$ cat src/hw/rtl/swrm_pkg.sv
// ----------------------------------------------------------------------------
// Sliding window rate meter: shared types and constants
// Field widths, register codes, sequencer states and divider handshake.
// ----------------------------------------------------------------------------
`timescale 1ns / 1ps

package swrm_pkg;

  localparam int BYTE_W     = 32;
  localparam int TIME_W     = 48;
  localparam int PERIOD_W   = 16;
  localparam int SLOTS_W    = 7;
  localparam int BANK_W     = 40;
  localparam int SPEED_W    = 40;
  localparam int INT_W      = 32;
  localparam int CFG_IDX_W  = 1;
  localparam int CFG_DATA_W = 16;
  localparam int DIV_CNT_W  = 6;

  localparam logic [PERIOD_W-1:0] PERIOD_RST = 16'd100;
  localparam logic [SLOTS_W-1:0]  SLOTS_RST  = 7'd10;

  localparam logic ACT_ADD   = 1'b0;
  localparam logic ACT_CLEAR = 1'b1;

  typedef enum logic [CFG_IDX_W-1:0] {
    REG_PERIOD = 1'b0,
    REG_SLOTS  = 1'b1
  } cfg_reg_e;

  typedef enum logic [4:0] {
    S_SWEEP,
    S_IDLE,
    S_NMUL,
    S_NGO,
    S_NWAIT,
    S_FILL,
    S_PCHK,
    S_SMUL,
    S_SGO,
    S_SWAIT,
    S_PUT,
    S_SPD,
    S_KRD,
    S_SUM,
    S_XMK,
    S_VGO,
    S_VWAIT,
    S_OUT
  } state_e;

  typedef enum logic [1:0] {
    SC_FIN,
    SC_NEWP,
    SC_KEEP
  } sc_kind_e;

  typedef struct packed {
    logic                 start;
    logic [DIV_CNT_W-1:0] steps;
  } div_ctl_t;

  typedef struct packed {
    logic done;
    logic sat;
  } div_sts_t;

endpackage

$ cat src/hw/rtl/swrm_div.sv
// ----------------------------------------------------------------------------
// Sliding window rate meter: restoring divider
// One quotient bit per cycle. Flags saturation when the high part of the
// dividend is not below the divisor, so the quotient would not fit.
// ----------------------------------------------------------------------------
`timescale 1ns / 1ps

module swrm_div #(
  parameter int RW = 48,
  parameter int LW = 48
) (
  input  logic                 clk_i,
  input  logic                 rst_ni,
  input  swrm_pkg::div_ctl_t   ctl_i,
  input  logic [RW-1:0]        hi_i,
  input  logic [LW-1:0]        lo_i,
  input  logic [RW-1:0]        dvs_i,
  output logic [LW-1:0]        quot_o,
  output swrm_pkg::div_sts_t   sts_o
);

  logic                           run_q;
  logic [swrm_pkg::DIV_CNT_W-1:0] cnt_q;
  logic                           done_q;
  logic                           sat_q;
  logic [RW-1:0]                  r_q;
  logic [RW-1:0]                  d_q;
  logic [LW-1:0]                  l_q;
  logic [LW-1:0]                  q_q;
  logic [RW:0]                    r2;
  logic [RW:0]                    diff;
  logic                           ge;

  assign r2   = {r_q, l_q[LW-1]};
  assign diff = r2 - {1'b0, d_q};
  assign ge   = (r2 >= {1'b0, d_q});

  always_ff @(posedge clk_i or negedge rst_ni) begin
    if (!rst_ni) begin
      run_q  <= 1'b0;
      cnt_q  <= '0;
      done_q <= 1'b0;
      sat_q  <= 1'b0;
    end else begin
      done_q <= 1'b0;
      if (ctl_i.start) begin
        if (hi_i >= dvs_i) begin
          sat_q  <= 1'b1;
          done_q <= 1'b1;
          run_q  <= 1'b0;
        end else begin
          sat_q <= 1'b0;
          run_q <= 1'b1;
          cnt_q <= ctl_i.steps;
        end
      end else if (run_q) begin
        cnt_q <= cnt_q - 1'b1;
        if (cnt_q == swrm_pkg::DIV_CNT_W'(1)) begin
          run_q  <= 1'b0;
          done_q <= 1'b1;
        end
      end
    end
  end

  always_ff @(posedge clk_i) begin
    if (ctl_i.start) begin
      r_q <= hi_i;
      l_q <= lo_i;
      d_q <= dvs_i;
      q_q <= '0;
    end else if (run_q) begin
      r_q <= ge ? diff[RW-1:0] : r2[RW-1:0];
      l_q <= l_q << 1;
      q_q <= {q_q[LW-2:0], ge};
    end
  end

  assign quot_o     = q_q;
  assign sts_o.done = done_q;
  assign sts_o.sat  = sat_q;

endmodule
$ cat config.mk
export PLATFORM = sky130hd
export DESIGN_NAME = swrm_div
export DESIGN_NICKNAME = d
export VERILOG_FILES = /design/src/hw/rtl/swrm_pkg.sv /design/src/hw/rtl/swrm_div.sv
export SDC_FILE = /design/constraint.sdc
export NUM_CORES = 1
export LEC_CHECK = 0
export BUFFER_PORTS_ARGS = -buffer_cell sky130_fd_sc_hd__clkbuf_2
export CORE_UTILIZATION = 45
export CTS_CLUSTER_DIAMETER = 100
export DETAILED_ROUTE_END_ITERATION = 8
export PLACE_DENSITY = 0.71
export RECOVER_POWER = 50
export SYNTH_ARGS = -nofsm -noshare
export SYNTH_HDL_FRONTEND = slang
export SYNTH_SLANG_ARGS = --single-unit
$ cat constraint.sdc
create_clock -name clk_i -period 5.59 [get_ports clk_i]
set_clock_uncertainty 0.05 [all_clocks]
set_input_delay 0.2795 -clock clk_i [delete_from_list [all_inputs] [get_ports clk_i]]
set_output_delay 0.2795 -clock clk_i [all_outputs]
set_load 0.03 [all_outputs]
==> flow_summary.toml, run 1 <==
[status]
outcome = "complete, but fails checks"
violations = "capacitance limit, slew limit"

[placed_design]
place_hpwl_microns = 21800
dp.cells = 1682
gp_congestion = 0.897
io_buffers = 202

[global_routing]
grt_pass1_wl_microns = 50400
antenna_found_initial = 4
grt.overflow.total = 0
grt_max_degree = 153
grt_usage_pct = 22.1
grt_pass1_vias = 10041

[clocking]
numCtsBuffers = 24
cts_tree = "built"
cts.sinks = 201
cts_root_buffer = "clkbuf_16"
clockBufferDepth = 3
h-tree-depth = 1
clkLatencyLatePin_ps = 540
path_clk_slew_ps = 60

[sta]
period_minus_slack_ps = 4370
rsz0062_at_grt = "false"
final.period_utilization_pct = 78.2
fmax_mhz = 229
slew_headroom_pct = -116
tightest_slew_ps = 3230
drv_slew = 153
setup_viol = 0
final_hold_viol_count = 0
fin_setup_tns_ps = 0

[synthesis]
synth.area.top_cells = "edfxtp_1, ha_1, dfxtp_1, mux2i_1, mux2_2"
synthCells = 1188
yosys_most_used_dff = "edfxtp_1"
synth_top_area_share_pct = 35.1
synth_edf_count = 144
ys_seq_area_share_pct = 44.7
synth_nets = 1440
netlist_area_sq_mm = 0.0123
synth_top_family_by_area = "compound AO/OA/AOI/OAI gates"
yosysWarningCount = 0
synth_compound_area_share_pct = 14.8
synthMuxAreaShare_pct = 9.51
synth.most_common_cell = "edfxtp_1"
synthTopCellsByCount = "edfxtp_1, inv_1, ha_1"
yosys.area.top_type = "edfxtp_1"
synth_xor_area_share_pct = 3.34
synthArstFlopShare_pct = 4.48
yosys_register_bits = 201
synthAdderAreaFrac_pct = 10.1
synth_simple_gate_area_share_pct = 11.6
ys_types = 76
syn_avg_cell_area_sq_um = 10.4

[die]
ios = 203
die_h_microns = 168
fp.coreArea_sq_mm = 0.0270
die_area_sq_mm = 0.0281
rows = 60
die_w_microns = 168
start_util_pct = 45.8

[final_layout]
syn2layout_area_growth_pct = 23.3
final_util_pct = 56.4
drive_gt1_share_pct = 15.2
ff_latch_area_sq_mm = 0.00551
nNetsFinal = 1723
instances_no_fill = 1829
multiInputGateArea_sq_mm = 0.00609
fill_cells = 2371

[setup_path]
crit_path_end_kind = "flip-flop"
crit_fanout = 152
required_ps = 5820
path_class = "in2reg"
cp_cell_sequence = "clkbuf_8, clkbuf_2, nor2_1, a221o_1"
slowest_stage = "clkbuf_2"
crit_arrival_ps = 4600
cpPeakStageDelay_ps = 2380
startpoint_type = "input pin"

[routing]
drtIter0Drc = 572
routed_via_density = 5.48
drt_wl_total_microns = 31100
wl_per_cell_microns = 17.0
num_vias = 10018
drt_pass1_iterations = 5
drc = 0
antenna_left = 0

[pwr]
powerDensity_mw_per_mm2 = 389
leakagePower_nw = 6.62
vdd_drop_max_mv = 0.242

[run]
max-cap-violations = 1

[min_path]
hp-class = "in2reg"
through the flow:
step | cell area, sq um | hold slack [ps] | setup WS, ps | total power (W)
floorplan | 12300 | -66.1 | 2600 | 0.00384
global placement | 13500 | 102 | 1560 | 0.00429
detailed placement | 13500 | 102 | 1420 | 0.00433
CTS | 15300 | 0.805 | 1410 | 0.00593
global route | 15200 | 11.8 | 884 | 0.00629
finish | 15200 | 21.1 | 1220 | 0.00591
final cells by class:
| type | instances | area share [%] |
|---|---|---|
| diodes | 3 | 0.0494 |
| clock buffers | 36 | 4.72 |
| clock inverters | 4 | 0.288 |
| inverters | 109 | 2.69 |
| multi-input cells | 823 | 40.1 |
| flip-flops and latches | 201 | 36.3 |
| well taps | 341 | 2.81 |
| repair buffers | 312 | 13.1 |
power breakdown:
group	internal, W	switching, W
registers	0.00191	0.000126
logic	0.00100	0.00136
clock network	0.000885	0.000628
total	0.00380	0.00211
kinds of logic after synthesis:
group                    after synthesis
AO/OA/AOI/OAI                        267
XOR/XNOR                              47
adder cells (fa/ha/maj)               99
buffers and inverters                164
flip-flops                           201
multiplexers                         111
AND/OR/NAND/NOR                      299
worst paths after layout:
path,from,endpoint,slack [ps],depth (start not counted)
max in group asynchronous,rst_ni,run_q,4920,2
hold reg to reg,sat_q,sat_q,450,1
hold / removal,hi_i[45],r_q[45],20,3
setup reg to reg,r_q[2],r_q[40],1300,11
setup / recovery,ctl_i[6],r_q[29],1220,4
min in group asynchronous,rst_ni,sat_q,200,2
metal layers:
layer	GRT usage (%)	share of wire, %	up-vias
met2	37.1	47	317
met4	6.58	2.5	2
met3	5.27	7.3	58
met5	0	0.045	-
met1	28.1	43	4715
li1	-	-	4926
state kept, by name (all words and copies together) (netlist names):
register / flops
cnt_q: 6
l_q: 48
d_q: 48
r_q: 48
run_q: 1
done_q: 1
sat_q: 1
quot_o: 48
cell usage in the layout (no fill, tap or decap), types with 11 or more instances in the layout:
| cell type | instances |
|---|---|
| clkbuf_2 | 115 |
| o21ai_0 | 41 |
| nor3_1 | 11 |
| inv_1 | 109 |
| nor2_1 | 84 |
| mux2i_1 | 62 |
| clkbuf_16 | 25 |
| a21o_1 | 47 |
| ha_1 | 98 |
| nand3_1 | 40 |
| nand2_1 | 87 |
| dlygate4sd3_1 | 104 |
| clkbuf_1 | 93 |
| nand4_1 | 21 |
| xor2_1 | 12 |
| a21oi_1 | 68 |
| xnor2_1 | 35 |
| mux2_2 | 49 |
| o311ai_0 | 26 |
| edfxtp_1 | 144 |
| dfxtp_1 | 48 |
worst max-delay path, delay by kind of cell:
kind	cells	cell delay [ps]
buffers and inverters	2	2830
and+or+nand+nor	1	910
AOI/OAI and AO/OA	1	520
what timing repair did:
action / 4_1_cts / 5_1_grt
resized for setup: 0 / 0
setup buffers: 0 / 0
hold endpoints to repair: 112 / 0
hold buffers: 104 / 0
Power figures use the tool's default switching activity.
==> inputs of run 2 (changes only) <==
--- a/config.mk
+++ b/config.mk
@@ -9,7 +9,7 @@
 export CORE_UTILIZATION = 45
 export CTS_CLUSTER_DIAMETER = 100
 export DETAILED_ROUTE_END_ITERATION = 8
-export PLACE_DENSITY = 0.71
+export PLACE_DENSITY = 0.74
 export RECOVER_POWER = 50
 export SYNTH_ARGS = -nofsm -noshare
 export SYNTH_HDL_FRONTEND = slang
==> constraint.sdc (replaced) <==
create_clock -name clk_i -period 4 [get_ports clk_i]
set_clock_uncertainty 0.05 [all_clocks]
set_input_delay 0.2 -clock clk_i [delete_from_list [all_inputs] [get_ports clk_i]]
set_output_delay 0.2 -clock clk_i [all_outputs]
set_load 0.03 [all_outputs]
==> flow_summary.toml, run 2 (same netlist as run 1, synthesis figures left out) <==
[sta]
setup_viol = 0
period_minus_slack_ps = 3570
holdWs_ps = 24.8
rsz0062_at_grt = "false"
fmax_mhz = 280
slew_headroom_pct = -52.6
fin_setup_tns_ps = 0
tightest_slew_ps = 2290
final.period_utilization_pct = 89.1
drv_slew = 50
final_hold_viol_count = 0

[clocking]
numCtsBuffers = 24
h-tree-depth = 1
cts_tree = "built"
cts_root_buffer = "clkbuf_16"
path_clk_slew_ps = 60
clockBufferDepth = 3
cts.sinks = 201
post_cts_buffers = 0
clkLatencyLatePin_ps = 550

[die]
die_w_microns = 168
die_area_sq_mm = 0.0281
ios = 203
rows = 60
die_h_microns = 168
start_util_pct = 45.8
fp.coreArea_sq_mm = 0.0270

[global_routing]
grt_pass1_wl_microns = 52400
antenna_found_initial = 0
grt_usage_pct = 23.0
grt.overflow.total = 0
grt_pass1_vias = 10381
grt_max_degree = 167

[placed_design]
place_hpwl_microns = 22400
post_dp_cell_area_sq_mm = 0.0136
gp_congestion = 0.900
dp.cells = 1687
io_buffers = 202

[run]
max-cap-violations = 1

[setup_path]
r2r_setup_slack_ps = 430
worst_r2r_endpoint = "r_q[21]"
critPathLaunch = "r_q[2]"
crit_path_end_kind = "flip-flop"
r2r_cells = 11
crit_fanout = 30
cp-endpoint = "r_q[21]"
rr_startpoint = "r_q[2]"
required_ps = 4190
startpoint_type = "flip-flop"
path_class = "reg2reg"
crit_arrival_ps = 3750

[routing]
drc = 0
wl_per_cell_microns = 17.4
route.met3.wl_microns = 1780
met2_length_microns = 16000
top_layer_used = "met4"
routed_via_density = 5.41
drt_wl_total_microns = 32600
num_vias = 10173
wl_met1_microns = 14100
drtIter0Drc = 506
antenna_left = 0
drt_pass1_iterations = 7

[final_layout]
drive_gt1_share_pct = 15.2
mostFrequentLayoutCells = "dlygate4sd3_1, edfxtp_1, clkbuf_2, inv_1, ha_1"
final_util_pct = 58.5
fill_cells = 2258
instances_no_fill = 1879
fin_area_sq_mm = 0.0158
multiInputGateArea_sq_mm = 0.00609
syn2layout_area_growth_pct = 27.9
final_common_cell = "dlygate4sd3_1"
nNetsFinal = 1773
ff_latch_area_sq_mm = 0.00551

[status]
violations = "capacitance limit, slew limit"
outcome = "complete, but fails checks"

[pwr]
powerDensity_mw_per_mm2 = 538
leakagePower_nw = 6.88
swShare_pct = 35.6
clockPowerShare_pct = 26.6
p_int_w = 0.00546
vdd_drop_max_mv = 0.345
seq_power_share_pct = 33.6
p_comb_share_pct = 39.8
p_sw_w = 0.00302

[min_path]
hp-class = "in2reg"
-- run 2: cell count changes in the layout (fill, tap and decap cells not counted), sizes merged --
cell,before,now
diode,3,1
dlygate4sd3,104,149
clkinvlp,0,1
bufinv,0,1
buf,5,11
clkinv,4,3
-- run 2: worst min-delay path by stage --
stage | to | cells past startpoint | start | slack [ps]
after floorplan | cnt_q[0] | 0 | rst_ni | -150
final | r_q[27] | 3 | hi_i[27] | 20
after global routing | r_q[37] | 3 | hi_i[37] | 10
after CTS | r_q[37] | 3 | hi_i[37] | 3
after detailed placement | sat_q | 1 | rst_ni | 20
after global placement | sat_q | 1 | rst_ni | 20
-- run 2: per-layer routing --
layer  vias to the layer above  GRT usage [%]
li1                       5018              -
met1                      4805           28.3
met2                       284           40.6
met3                        66           4.80
met4                         0           6.26
met5                         -              0
-- run 2: power by group through the flow --
stage / combinational [W] / sequential (W) / clock [W]
6_report: 0.00338 / 0.00285 / 0.00225
3_3_place_gp: 0.00317 / 0.00286 / 0
2_1_floorplan: 0.00254 / 0.00282 / 0
4_1_cts: 0.00335 / 0.00284 / 0.00229
5_1_grt: 0.00373 / 0.00288 / 0.00235
3_5_place_dp: 0.00322 / 0.00288 / 0
-- run 2: area by class of cell --
| class | count | area share (%) |
|---|---|---|
| multi-input cells | 823 | 38.6 |
| flip-flops and latches | 201 | 34.9 |
| repair buffers | 362 | 15.9 |
| clock buffers | 37 | 4.72 |
| well taps | 341 | 2.71 |
| inverters | 109 | 2.59 |
| clock inverters | 5 | 0.476 |
| diodes | 1 | 0.0159 |
-- run 2: through the flow --
stage                     power (W)  setup slack [ps]
final                       0.00848               435
after global routing        0.00896               277
after CTS                   0.00848               459
after detailed placement    0.00610               491
after global placement      0.00603               574
after floorplan             0.00536              1010
-- run 2: critical path, stage by stage (launching register included) --
cell and delay, ps:
edfxtp_1 400, ha_1 390, a21o_1 200, a21oi_1 300, a211oi_2 170, o31ai_2 470, o22ai_2 200, o21ai_2 230
and2_2 210, buf_4 300, mux2i_1 220, o21ai_0 100
-- run 2: what timing repair did --
action                                  in CTS  in global routing
gates resized for setup                      0                  0
endpoints found under the hold margin      156                  0
endpoints found under the setup margin       0                  0
hold buffers                               149                  0
==> inputs of run 3 (changes only) <==
--- a/config.mk
+++ b/config.mk
@@ -6,9 +6,11 @@
 export NUM_CORES = 1
 export LEC_CHECK = 0
 export BUFFER_PORTS_ARGS = -buffer_cell sky130_fd_sc_hd__clkbuf_2
+export CORE_ASPECT_RATIO = 1.1
 export CORE_UTILIZATION = 45
 export CTS_CLUSTER_DIAMETER = 100
 export DETAILED_ROUTE_END_ITERATION = 8
+export HOLD_SLACK_MARGIN = 0.06
 export PLACE_DENSITY = 0.74
 export RECOVER_POWER = 50
 export SYNTH_ARGS = -nofsm -noshare
==> flow_summary.toml, run 3 (same netlist as run 1, synthesis figures left out) <==
[setup_path]
cp_common_cell = "o21ai_1"
slowest_stage = "o31ai_2"
startpoint_type = "flip-flop"
crit_fanout = 29
worstPathBufferInverterCount = 1
required_ps = 4220
cpPeakStageDelay_ps = 430
path_delay_family = "compound AO/OA/AOI/OAI gates"
crit_arrival_ps = 3980
cp_cell_sequence = "ha_1, a21o_1, a211oi_1, o21ai_1, o31ai_2, o22ai_2, o21ai_2, and2_2, buf_4, o21ai_1, mux2_2"
crit_path_end_kind = "flip-flop"
path_class = "reg2reg"

[die]
start_util_pct = 45.7
ios = 203
fp.coreArea_sq_mm = 0.0270
die_w_microns = 160
die_h_microns = 176
die_area_sq_mm = 0.0281
rows = 63

[clocking]
cts_hold_buf = 150
numCtsBuffers = 22
path_clk_slew_ps = 60
post_cts_resized = 0
cts.sinks = 201
h-tree-depth = 1
clockBufferDepth = 3
post_cts_buffers = 0
cts_root_buffer = "clkbuf_16"
cts_tree = "built"
clkLatencyLatePin_ps = 530

[placed_design]
gp_congestion = 0.870
dp.cells = 1704
io_buffers = 202
place_hpwl_microns = 22600

[pwr]
vdd_drop_max_mv = 0.358
leakagePower_nw = 6.81
p_sw_w = 0.00297
p_comb_share_pct = 40.6
seq_power_share_pct = 34.4
clockPowerShare_pct = 25.0
power_w = 0.00829
swShare_pct = 35.9
p_int_w = 0.00531
powerDensity_mw_per_mm2 = 529

[global_routing]
grt_max_degree = 77
grt_pass1_vias = 10558
grt.overflow.total = 0
grt_pass1_wl_microns = 52600
antenna_found_initial = 0
grt_usage_pct = 23.1

[routing]
drt_wl_total_microns = 32400
top_layer_used = "met4"
wl_per_cell_microns = 17.2
routed_via_density = 5.43
met2_length_microns = 16000
wl_met1_microns = 13500
antenna_left = 0
drtIter0Drc = 554
drt_pass1_iterations = 6
route.met3.wl_microns = 2020
num_vias = 10279
drc = 0

[status]
outcome = "complete, but fails checks"
violations = "capacitance limit, slew limit"

[sta]
final.period_utilization_pct = 94.1
fin_setup_tns_ps = 0
fmax_mhz = 266
slew_headroom_pct = -52.7
setup_viol = 0
rsz0062_at_grt = "false"
final_hold_viol_count = 0
period_minus_slack_ps = 3760
tightest_slew_ps = 2290
drv_slew = 97

[final_layout]
final_common_cell = "dlygate4sd3_1"
final_util_pct = 58.1
mostFrequentLayoutCells = "dlygate4sd3_1, edfxtp_1, clkbuf_2, inv_1, ha_1"
ff_latch_area_sq_mm = 0.00551
nNetsFinal = 1773
drive_gt1_share_pct = 14.6
syn2layout_area_growth_pct = 27.1
multiInputGateArea_sq_mm = 0.00609
antennaDiodeCount = 0
fill_cells = 2343
instances_no_fill = 1892

[min_path]
hp-class = "in2reg"

[run]
max-cap-violations = 2
-- run 3: cell types whose count changed in the layout (fill, tap and decap cells not counted), sizes merged --
cell	before	now
clkbuf	239	232
diode	1	0
bufinv	1	3
buf	11	10
dlygate4sd3	149	150
clkinv	3	6
-- run 3: layer usage --
layer / track usage, % / vias up
met1: 27.5 / 4881
li1: - / 5009
met4: 6.87 / 0
met3: 4.89 / 65
met5: 0 / -
met2: 41.5 / 324
-- run 3: path summary, 6_finish.rpt --
| path | startpoint | end | slack [ps] | cells after the start |
|---|---|---|---|---|
| max in group asynchronous | rst_ni | cnt_q[4] | 2960 | 3 |
| min reg2reg | sat_q | sat_q | 440 | 1 |
| max reg2reg | r_q[5] | r_q[0] | 240 | 11 |
| min | ctl_i[4] | cnt_q[4] | 60 | 4 |
| min in group asynchronous | rst_ni | done_q | 650 | 3 |
| max | r_q[5] | r_q[0] | 240 | 11 |
-- run 3: power groups by stage --
stage / logic (W) / registers (W) / clock network [W]
after CTS: 0.00334 / 0.00285 / 0.00211
after global placement: 0.00315 / 0.00287 / 0
after floorplan: 0.00254 / 0.00282 / 0
after detailed placement: 0.00320 / 0.00288 / 0
after global routing: 0.00371 / 0.00289 / 0.00218
final: 0.00336 / 0.00285 / 0.00207
-- run 3: final cells by class --
cell class | instances | share of cell area (%)
clock buffers | 28 | 3.66
clock inverters | 10 | 0.926
inverters | 109 | 2.61
multi-input cells | 823 | 38.9
flip-flops and latches | 201 | 35.2
well taps | 357 | 2.85
repair buffers | 364 | 15.9
-- run 3: metrics by stage --
| stage | instance area (sq um) | hold slack, ps | worst slack [ps] |
|---|---|---|---|
| 2_1_floorplan | 12300 | -146 | 1010 |
| 3_3_place_gp | 13600 | 22.7 | 525 |
| 3_5_place_dp | 13600 | 21.0 | 328 |
| 4_1_cts | 15800 | 61.5 | 308 |
| 5_1_grt | 15700 | 116 | 35.1 |
| 6_report | 15700 | 61.9 | 238 |
-- run 3: worst register-to-register path, delay by kind of cell (launching register included) --
kind                     cells  cell delay [ps]
AO/OA/AOI/OAI                7             1700
adder cells (fa/ha/maj)      1              390
buffers and inverters        1              350
flip-flops                   1              410
multiplexers                 1              270
AND/OR/NAND/NOR              1              350
